**src/sv/svm_pkg.sv**
```systemverilog
package svm_pkg;

  // default store sizes
  localparam int unsigned CODE_WORDS_DEF     = 1024;
  localparam int unsigned STACK_DEPTH_DEF    = 256;
  localparam int unsigned CALL_DEPTH_DEF     = 64;
  localparam int unsigned GLOBAL_SLOTS_DEF   = 64;
  localparam int unsigned FUNCTION_SLOTS_DEF = 32;

  // stream widths
  localparam int unsigned IN_TDATA_W  = 48;
  localparam int unsigned OUT_TDATA_W = 72;
  localparam int unsigned CFG_ADDR_W  = 3;
  localparam int unsigned CFG_DATA_W  = 11;

  // register indexes
  localparam logic [CFG_ADDR_W-1:0] REG_MAIN_INDEX     = 3'd0;
  localparam logic [CFG_ADDR_W-1:0] REG_FUNCTION_TOTAL = 3'd1;
  localparam logic [CFG_ADDR_W-1:0] REG_GLOBAL_TOTAL   = 3'd2;
  localparam logic [CFG_ADDR_W-1:0] REG_CODE_TOTAL     = 3'd3;
  localparam logic [CFG_ADDR_W-1:0] REG_STRING_TOTAL   = 3'd4;

  // request modes
  localparam logic [1:0] MODE_LOAD_CODE = 2'd0;
  localparam logic [1:0] MODE_LOAD_FUNC = 2'd1;
  localparam logic [1:0] MODE_START     = 2'd2;
  localparam logic [1:0] MODE_STEP      = 2'd3;

  // result status
  localparam logic [2:0] ST_RAN   = 3'd0;
  localparam logic [2:0] ST_PINT  = 3'd1;
  localparam logic [2:0] ST_PSTR  = 3'd2;
  localparam logic [2:0] ST_HALT  = 3'd3;
  localparam logic [2:0] ST_ERROR = 3'd4;

  // fault codes
  localparam logic [3:0] ERR_NONE      = 4'd0;
  localparam logic [3:0] ERR_MAIN      = 4'd1;
  localparam logic [3:0] ERR_UNDERFLOW = 4'd2;
  localparam logic [3:0] ERR_OVERFLOW  = 4'd3;
  localparam logic [3:0] ERR_GLOBAL    = 4'd4;
  localparam logic [3:0] ERR_ADDRESS   = 4'd5;
  localparam logic [3:0] ERR_CALL      = 4'd6;
  localparam logic [3:0] ERR_CALLFULL  = 4'd7;
  localparam logic [3:0] ERR_STRING    = 4'd8;
  localparam logic [3:0] ERR_OPCODE    = 4'd9;
  localparam logic [3:0] ERR_FLOW      = 4'd10;

  // opcodes
  localparam logic [31:0] OP_NOP    = 32'd0;
  localparam logic [31:0] OP_PUSH   = 32'd1;
  localparam logic [31:0] OP_LDG    = 32'd2;
  localparam logic [31:0] OP_STG    = 32'd3;
  localparam logic [31:0] OP_LDI    = 32'd4;
  localparam logic [31:0] OP_STI    = 32'd5;
  localparam logic [31:0] OP_ADD    = 32'd6;
  localparam logic [31:0] OP_SUB    = 32'd7;
  localparam logic [31:0] OP_MUL    = 32'd8;
  localparam logic [31:0] OP_AND    = 32'd9;
  localparam logic [31:0] OP_OR     = 32'd10;
  localparam logic [31:0] OP_XOR    = 32'd11;
  localparam logic [31:0] OP_SHL    = 32'd12;
  localparam logic [31:0] OP_SHR    = 32'd13;
  localparam logic [31:0] OP_EQ     = 32'd14;
  localparam logic [31:0] OP_NE     = 32'd15;
  localparam logic [31:0] OP_LT     = 32'd16;
  localparam logic [31:0] OP_GT     = 32'd17;
  localparam logic [31:0] OP_LE     = 32'd18;
  localparam logic [31:0] OP_GE     = 32'd19;
  localparam logic [31:0] OP_NEG    = 32'd20;
  localparam logic [31:0] OP_JMP    = 32'd21;
  localparam logic [31:0] OP_JZ     = 32'd22;
  localparam logic [31:0] OP_CALL   = 32'd23;
  localparam logic [31:0] OP_RET    = 32'd24;
  localparam logic [31:0] OP_POP    = 32'd25;
  localparam logic [31:0] OP_PSTR   = 32'd26;
  localparam logic [31:0] OP_PINT   = 32'd27;

  typedef struct packed {
    logic load;
    logic start;
    logic notrun;
    logic flow;
    logic fetch;
    logic issue;
    logic exec;
    logic ind;
    logic clr;
    logic out_load;
  } svm_cmd_t;

  typedef struct packed {
    logic [1:0] mode;
    logic       running;
    logic       ip_ok;
    logic       ind_go;
    logic       clr_last;
    logic       out_free;
  } svm_stat_t;

endpackage

```
**src/sv/svm_ctrl.sv**
```systemverilog
module svm_ctrl (
  input  logic              clk,
  input  logic              rst_n,
  input  logic              in_valid,
  output logic              in_ready,
  input  svm_pkg::svm_stat_t st,
  output svm_pkg::svm_cmd_t  cmd
);

  typedef enum logic [5:0] {
    S_IDLE  = 6'b000001,
    S_FETCH = 6'b000010,
    S_EXEC  = 6'b000100,
    S_IND   = 6'b001000,
    S_CLR   = 6'b010000,
    S_DONE  = 6'b100000
  } state_t;

  state_t state_r, state_nxt;

  assign in_ready = (state_r == S_IDLE);

  always_comb begin
    state_nxt = state_r;
    cmd       = '0;
    unique case (state_r)
      S_IDLE: begin
        if (in_valid) begin
          unique case (st.mode)
            svm_pkg::MODE_LOAD_CODE, svm_pkg::MODE_LOAD_FUNC: begin
              cmd.load  = 1'b1;
              state_nxt = S_DONE;
            end
            svm_pkg::MODE_START: begin
              cmd.start = 1'b1;
              state_nxt = S_CLR;
            end
            default: begin
              if (!st.running) begin
                cmd.notrun = 1'b1;
                state_nxt  = S_DONE;
              end else if (!st.ip_ok) begin
                cmd.flow  = 1'b1;
                state_nxt = S_DONE;
              end else begin
                cmd.fetch = 1'b1;
                state_nxt = S_FETCH;
              end
            end
          endcase
        end
      end
      S_FETCH: begin
        cmd.issue = 1'b1;
        state_nxt = S_EXEC;
      end
      S_EXEC: begin
        if (st.ind_go) begin
          state_nxt = S_IND;
        end else begin
          cmd.exec  = 1'b1;
          state_nxt = S_DONE;
        end
      end
      S_IND: begin
        cmd.ind   = 1'b1;
        state_nxt = S_DONE;
      end
      S_CLR: begin
        cmd.clr = 1'b1;
        if (st.clr_last) begin
          state_nxt = S_DONE;
        end
      end
      S_DONE: begin
        if (st.out_free) begin
          cmd.out_load = 1'b1;
          state_nxt    = S_IDLE;
        end
      end
      default: state_nxt = S_IDLE;
    endcase
  end

  always_ff @(posedge clk) begin
    if (!rst_n) begin
      state_r <= S_IDLE;
    end else begin
      state_r <= state_nxt;
    end
  end

endmodule

```
**config.mk**
```make
export PLATFORM = sky130hd
export DESIGN_NAME = svm_ctrl
export DESIGN_NICKNAME = d
export VERILOG_FILES = /design/src/sv/svm_pkg.sv /design/src/sv/svm_ctrl.sv
export SDC_FILE = /design/constraint.sdc
export NUM_CORES = 1
export LEC_CHECK = 0
export ABC_AREA = 1
export ABC_CLOCK_PERIOD_IN_PS = 2700
export BUFFER_PORTS_ARGS = -buffer_cell sky130_fd_sc_hd__clkbuf_2
export CAP_MARGIN = 10
export CELL_PAD_IN_SITES_DETAIL_PLACEMENT = 0
export CELL_PAD_IN_SITES_GLOBAL_PLACEMENT = 2
export CORE_MARGIN = 5
export CORE_UTILIZATION = 22
export DETAILED_ROUTE_END_ITERATION = 8
export PLACE_DENSITY = 0.85
export SLEW_MARGIN = 10
export SYNTH_ARGS = -nofsm -noshare
export SYNTH_HDL_FRONTEND = slang
export SYNTH_SLANG_ARGS = --single-unit
```
**constraint.sdc**
```tcl
create_clock -name clk -period 2.7 [get_ports clk]
set_input_delay 0.405 -clock clk [delete_from_list [all_inputs] [get_ports clk]]
set_output_delay 0.405 -clock clk [all_outputs]
set_load 0.05 [all_outputs]
```
==> impl_metrics.toml, run 1 <==
[clock_tree]
clockRootBuffer = "clkbuf_4"
cts_tree = "built"
path_clk_slew_ps = 50
cts_sinks = 6
insertion_delay_ps = 250
numCtsBuffers = 3
ctsLongestPathBuffers = 2
postCtsResizedCells = 0
htreeDepth = 1
hold_buffers = 0
postCtsSetupBuffers = 0

[timing]
timing.setup.tns_ps = 0
rsz0062_at_grt = "false"
holdWs_ps = 359
period_needed_ps = 1990
maxSlewViolCount = 0
fin_crit_sh_pct = 73.8
setup_viol_count_final = 0
final-hold-violation-count = 0
fmax_mhz = 502
slew-limit-headroom_pct = 81.3
fin_skew_ps = 10.1
worstMarginPinSlew_ps = 282

[final_layout]
largest_reg_flops = 6
top_regs = "state_r x6"
final_area_sq_um = 604
syn2layout_area_growth_pct = 34.9
fin_util_pct = 31.1
top_register = "state_r"
nets = 108
drive_gt1_share_pct = 34.4
insertedDiodeCount = 0

[grt]
grt_pass1_vias = 449
gr-max-usage-layer = "met2"
grt_util_all_layers_pct = 9.00
grt_use_met3_pct = 1.61
grt_max_degree = 8
grt_use_met1_pct = 10.9
antenna_found_initial = 0
gr-usage-met2_pct = 12.0
grt-ovfl-total = 0
grt_pass1_wl_um = 1840

[min_path]
holdPathStages = 2
holdCritPathClass = "in -> reg"
hp-start = "rst_n"
min_to = "state_r[0]"

[power]
ir_drop_mv = 0.187
cellLeakagePower_nw = 0.370
power.density_nw_per_um2 = 519

[critical_path]
worstReg2RegEnd = "state_r[0]"
cp.required_ps = 2300
rr_worst_depth = 6
crit_path_frequent_cell = "nor2_4"
setup.worst_path.class = "reg -> out"
cp_slowest_cell = "dfxtp_1"
r2r_start = "state_r[1]"
crit_fanout = 7
start_kind = "flop"
cp_cell_sequence = "nor2_4 -> nand2_2 -> nor2_4 -> nand2_1 -> nor3_1 -> clkbuf_2"
endpoint_kind = "primary output"
critical-path-max-stage-delay_ps = 340
arrival_ps = 1590
r2r_setup_slack_ps = 1530

[floorplanning]
io_pins = 21
initial_core_util_pct = 23.1
dieArea_sq_um = 3040
chipHeight_um = 55.1
core_area_sq_um = 1940
rows = 16
die_w_um = 55.1

[logic_synthesis]
synth_top_area_share_pct = 26.8
synth_area_sq_um = 448
yosys.cell_types.count = 14
synth_top_area_cell = "dfxtp_1"
yosys_warnings = 0
ys_top_cells_by_area = "dfxtp_1 (27%), inv_1 (15%), nor2_1 (12%)"
synth_seq_area_share_pct = 26.8
synth_seq_cells = 6
syn-num-nets = 83
syn_avg_cell_area_sq_um = 6.14
syn_inst = 73

[drt]
drt_pass1_iterations = 4
ant_nets = 0
drc = 0
drt-wirelength-per-cell_um = 8.85
finalWirelength_um = 1090
routed_via_density = 4.05
dr_total_vias = 498
first_iter_violations = 12

[placement]
io_buffer_count = 20
place.gp.congestion = 0.735
dpl_cell_area_sq_um = 582

[job]
maxCapViolCount = 0

[status]
run_status = "complete, no violations"
[metrics by stage]
step,power (mW),setup slack (ps),instances
4_1_cts,0.320,685,123
2_1_floorplan,0.202,170,73
5_1_grt,0.337,532,123
6_report,0.313,709,123
3_5_place_dp,0.231,967,120
3_3_place_gp,0.232,983,120
[final cells by class]
type / instances / area, sq um
Timing Repair Buffer: 20 / 100
Fill cell: 234 / 1340
Multi-Input combinational cell: 49 / 260
Tap cell: 27 / 33.8
Clock buffer: 3 / 22.5
Sequential cell: 6 / 120
Inverter: 18 / 67.6
[worst max-delay path by stage]
| stage | from | end | slack (ps) | cells past startpoint |
|---|---|---|---|---|
| floorplan | state_r[2] | cmd[6] | 170 | 5 |
| global placement | state_r[2] | cmd[6] | 980 | 6 |
| detailed placement | state_r[2] | cmd[6] | 970 | 6 |
| CTS | state_r[2] | cmd[6] | 680 | 6 |
| global route | state_r[2] | cmd[6] | 530 | 6 |
| finish | state_r[2] | cmd[6] | 710 | 6 |
[power breakdown]
part           leakage, nW  internal (mW)  switching (mW)
clock               0.0138         0.0505          0.0350
sequential          0.0489         0.0950         0.00519
combinational        0.308         0.0378          0.0899
total                0.370          0.183           0.130
[Yosys cell counts (all sizes together)]
cell type	n
nand3	9
inv	18
nand3b	1
nand4	4
nor3	4
nor2	19
dfxtp	6
nand2	10
a21oi	2
[critical path, delay by kind of cell (launching register included)]
| family | cells | cell delay, ps |
|---|---|---|
| buffers and inverters | 1 | 310 |
| flip-flops | 1 | 340 |
| AND/OR/NAND/NOR | 5 | 700 |
[kinds of logic (layout without fill, tap and decap cells)]
family                 after synthesis  after routing  share of synthesized area, %
AO/OA/AOI/OAI                        2              2                          3.07
buffers and inverters               18             41                          15.1
AND/OR/NAND/NOR                     47             47                          55.0
flip-flops                           6              6                          26.8
[cells in the final DEF, fill, tap and decap left out, drive strengths merged]
cell type	instances
nor3	4
nor2	19
clkbuf	23
nand3	9
nand4	4
nand2	10
inv	18
nand3b	1
a21oi	2
dfxtp	6
[metal layers]
layer	part of all wire, %	up-vias
met2	38	25
li1	-	273
met4	5.1	0
met3	11	5
met1	46	195
met5	0	-
No activity file was read; power rests on OpenSTA's default activity.
==> inputs of run 2 (changes only) <==
ABC_CLOCK_PERIOD_IN_PS = 2000   (was 2700)
CORE_UTILIZATION = 21   (was 22)
PLACE_DENSITY = 0.82   (was 0.85)
clock period = 2 ns   (was 2.7 ns; I/O delays follow)
==> impl_metrics.toml, run 2 (same netlist as run 1, synthesis figures left out) <==
[clock_tree]
hold_buffers = 0
ctsLongestPathBuffers = 2
path_clk_slew_ps = 50
clockRootBuffer = "clkbuf_4"
cts_sinks = 6
postCtsSetupBuffers = 0
htreeDepth = 1
postCtsResizedCells = 0
insertion_delay_ps = 250
cts_tree = "built"
numCtsBuffers = 3

[grt]
grt_pass1_wl_um = 1950
antenna_found_initial = 0
grt-ovfl-total = 0
grt_util_all_layers_pct = 7.78
grt_max_degree = 8
grt_pass1_vias = 503

[power]
power.density_nw_per_um2 = 684
pwr-share-comb_pct = 41.8
power_switching_mw = 0.181
p_seq_share_pct = 31.7
intPower_mw = 0.250
p_clk_share_pct = 26.6
cellLeakagePower_nw = 0.375
ir_drop_mv = 0.249
switching_share_pct = 42.0

[timing]
slew-limit-headroom_pct = 81.5
maxSlewViolCount = 0
fmax_mhz = 538
holdWs_ps = 246
period_needed_ps = 1860
fin_skew_ps = 0.954
setup_viol_count_final = 0
final-hold-violation-count = 0
worstMarginPinSlew_ps = 279
fin_crit_sh_pct = 92.9
timing.setup.tns_ps = 0

[drt]
drc = 0
drt-wirelength-per-cell_um = 9.06
first_iter_violations = 6
finalWirelength_um = 1110
ant_nets = 0
dr_total_vias = 503
drt_pass1_iterations = 3
routed_via_density = 4.09

[final_layout]
sequential_cell_area_sq_um = 120
final_common_cell = "inv_1"
final_cell_mix = "inv_1 (18), clkbuf_2 (16), nor2_1 (13)"
top_register = "state_r"
top_regs = "state_r x6"
fill_cells = 235
final_area_sq_um = 629
nets = 108
multi_input_area_sq_um = 278
drive_gt1_share_pct = 38.5
syn2layout_area_growth_pct = 40.5
fin_util_pct = 31.4
largest_reg_flops = 6
insertedDiodeCount = 0

[floorplanning]
rows = 16
die_w_um = 56.2
dieArea_sq_um = 3160
core_area_sq_um = 2000
io_pins = 21
initial_core_util_pct = 22.4
chipHeight_um = 56.2

[placement]
dpl_cell_area_sq_um = 599
place.gp.congestion = 0.735
detailed_place_hpwl_um = 931
io_buffer_count = 20

[critical_path]
arrival_ps = 1560
cp.required_ps = 1700
start_kind = "flop"
crit_fanout = 7
setup.worst_path.class = "reg -> out"
r2r_setup_slack_ps = 820
endpoint_kind = "primary output"

[job]
maxCapViolCount = 0

[min_path]
holdCritPathClass = "in -> reg"

[status]
run_status = "complete, no violations"
## run 2: worst paths after layout
kind | from | to | cells after the start
worst min register to register | state_r[1] | state_r[2] | 2
worst max register to register | state_r[0] | state_r[0] | 6
worst max-delay path | state_r[2] | cmd[7] | 6
worst min-delay path | rst_n | state_r[0] | 2
## run 2: worst max-delay path, stage by stage, from the launching register on
cell	delay, ps
dfxtp_1	340
nor2_4	210
nand2_2	90
nor2_4	140
nand2_1	160
nor3_2	130
clkbuf_4	250
## run 2: layout make-up
cell class | instances | share of cell area (%)
well taps | 27 | 5.37
repair buffers | 20 | 17.1
clock buffers | 3 | 3.58
inverters | 18 | 10.7
multi-input cells | 49 | 44.1
flip-flops and latches | 6 | 19.1
## run 2: power by group through the flow
stage                     Clock [mW]  Sequential, mW  Combinational [mW]
after global routing           0.121           0.137               0.197
after floorplan                    0           0.137               0.140
after detailed placement           0           0.138               0.180
after CTS                      0.117           0.136               0.181
final                          0.114           0.136               0.180
after global placement             0           0.138               0.182
## run 2: layer usage
metal	vias to the layer above	global-route usage [%]	part of all wire (%)	wire length [um]
met5	-	0	0	0
met4	0	7.12	3.6	40
met3	4	2.09	6.5	72
met2	18	11.5	45	503
met1	207	8.93	45	498
li1	274	-	-	-
## run 2: stage by stage
stage | total power [mW] | cells | setup slack, ps
floorplan | 0.277 | 73 | -55.9
global placement | 0.319 | 120 | 353
detailed placement | 0.319 | 120 | 332
CTS | 0.434 | 123 | 57.1
global route | 0.455 | 123 | -0.625
finish | 0.430 | 123 | 143
==> inputs of run 3 (changes only) <==
ABC_AREA = not set   (was 1)
CORE_UTILIZATION = 22   (was 21)
PLACE_DENSITY = 0.79   (was 0.82)
==> impl_metrics.toml, run 3 <==
[status]
run_status = "finished with violations"
failed_checks = "negative setup slack"

[logic_synthesis]
async_flop_share_pct = 0
synth_mux_area_share_pct = 0
synth_edf_count = 0
syn_inst = 49
syn-num-nets = 59
syn_avg_cell_area_sq_um = 8.48
synth_xor_xnor_area_share_pct = 2.11
synth_seq_cells = 6
synth_top_area_cell = "dfxtp_1"
synth.most_common_cell = "dfxtp_1"
synth-compound-area-share_pct = 11.7
synth_top_family_by_area = "simple AND/OR/NAND/NOR gates"
synth_commonest_cells = "dfxtp_1 (6), nand2_1 (4), nor2_1 (4)"
synth_fa_ha_area_share_pct = 0
synth_top_area_share_pct = 28.9
ys.flop_type = "dfxtp_1"
synth_seq_area_share_pct = 28.9
yosys.cell_types.count = 27
synth_area_sq_um = 415
ys_top_cells_by_area = "dfxtp_1 (29%), nor3b_1 (5.4%), nor3_2 (4.8%)"
synth-simple-area-share_pct = 49.7
yosys_warnings = 0

[clock_tree]
ctsLongestPathBuffers = 2
cts_tree = "built"
numCtsBuffers = 3
htreeDepth = 1
clockRootBuffer = "clkbuf_4"
path_clk_slew_ps = 40
insertion_delay_ps = 240
cts_sinks = 6

[critical_path]
cp.required_ps = 1700
r2r_start = "state_r[5]"
crit_fanout = 7
endpoint_kind = "primary output"
r2r_setup_slack_ps = -40
worstReg2RegEnd = "state_r[5]"
start_kind = "flop"
setup.worst_path.class = "reg -> out"
rr_worst_depth = 8
arrival_ps = 2010

[drt]
finalWirelength_um = 1280
drt_pass1_iterations = 4
drc = 0
first_iter_violations = 11
ant_nets = 0
routed_via_density = 4.78
dr_total_vias = 535
drt-wirelength-per-cell_um = 11.4

[timing]
timing.setup.tns_ps = -1780
period_needed_ps = 2310
setup_ws_ps = -315
fin_crit_sh_pct = 116
final-hold-violation-count = 0
fmax_mhz = 432
fin_skew_ps = 1.57
worstMarginPinSlew_ps = 381
setup_viol_count_final = 9
slew-limit-headroom_pct = 74.4
rsz0062_at_grt = "true"
maxSlewViolCount = 0

[power]
ir_drop_mv = 0.342
power.density_nw_per_um2 = 675
cellLeakagePower_nw = 0.399
finalPower_mw = 0.599

[final_layout]
fill_cells = 171
nets = 99
top_register = "state_r"
syn2layout_area_growth_pct = 114
fin_util_pct = 50.3
insertedDiodeCount = 0
final_common_cell = "buf_4"
sequential_cell_area_sq_um = 123
top_regs = "state_r x6"
drive_gt1_share_pct = 64.4
multi_input_area_sq_um = 355
final_cell_mix = "buf_4 (14), clkbuf_2 (11)"
largest_reg_flops = 6

[floorplanning]
initial_core_util_pct = 23.5
dieArea_sq_um = 2860
core_area_sq_um = 1760
io_pins = 21
chipHeight_um = 53.5
rows = 15
die_w_um = 53.5

[grt]
grt_pass1_vias = 550
grt_util_all_layers_pct = 11.3
grt_pass1_wl_um = 2280
antenna_found_initial = 0
grt_max_degree = 8
grt-ovfl-total = 0

[job]
maxCapViolCount = 0

[placement]
detailed_place_hpwl_um = 1020
io_buffer_count = 20
place.gp.congestion = 0.768

[min_path]
holdPathStages = 2
holdCritPathClass = "in -> reg"
hp-start = "rst_n"
min_to = "state_r[4]"
[run 3: cell count changes after synthesis, sizes merged, moves of 4 or more]
cell | before | now
inv | 18 | 3
nand2 | 10 | 4
nand3 | 9 | 0
nor2 | 19 | 4
or4 | 0 | 4
[run 3: worst max-delay path, cell delays in order, from the launching register on]
cell and delay (ps):
dfxtp_2 310, or4_4 530, or3b_4 480, nor4_4 280, buf_12 170
[run 3: metal layers]
layer	global-route usage (%)	vias up	wire, um
met5	0	-	0
met4	10.2	0	42
met2	17.8	15	663
li1	-	264	-
met3	1.41	4	65
met1	13.0	252	508
[run 3: how the worst max path moves through the flow]
stage | startpoint | to | slack [ps] | cells past startpoint
6_report | state_r[5] | cmd[7] | -310 | 4
5_1_grt | state_r[5] | cmd[9] | -390 | 5
4_1_cts | state_r[5] | cmd[7] | -350 | 5
3_5_place_dp | state_r[5] | cmd[5] | -140 | 5
3_3_place_gp | state_r[5] | cmd[6] | -140 | 5
2_1_floorplan | state_r[5] | cmd[7] | -290 | 4
[run 3: power breakdown]
group          internal [mW]  switching [mW]
Combinational          0.173           0.183
Sequential             0.131         0.00480
Clock                 0.0676          0.0399
[run 3: timing repair]
action | in CTS | in global routing
resized for setup | 19 | 8
hold endpoints to repair | 0 | 0
pin swaps | 6 | 4
hold buffers | 0 | 0
setup endpoints to repair | 8 | 16
setup buffers | 4 | 0
[run 3: area by class of cell]
type | instances | share of cell area [%]
clock buffer | 3 | 2.54
inverter | 4 | 2.26
tap | 25 | 3.53
sequential | 6 | 13.8
timing repair buffer | 36 | 37.8
multi-input combinational | 38 | 40.1
[run 3: kinds of logic after synthesis]
| kind of cell | Yosys count |
|---|---|
| AND/OR/NAND/NOR | 31 |
| AO/OA/AOI/OAI | 6 |
| flip-flops | 6 |
| buffers and inverters | 5 |
| XOR/XNOR | 1 |
[run 3: stage by stage]
step | worst slack (ps) | std cells | hold slack [ps] | cell area (sq um)
final | -315 | 112 | 336 | 887
after global placement | -139 | 107 | 584 | 749
after global routing | -386 | 112 | 358 | 887
after CTS | -352 | 114 | 334 | 890
after detailed placement | -141 | 107 | 584 | 749
after floorplan | -290 | 49 | 413 | 479
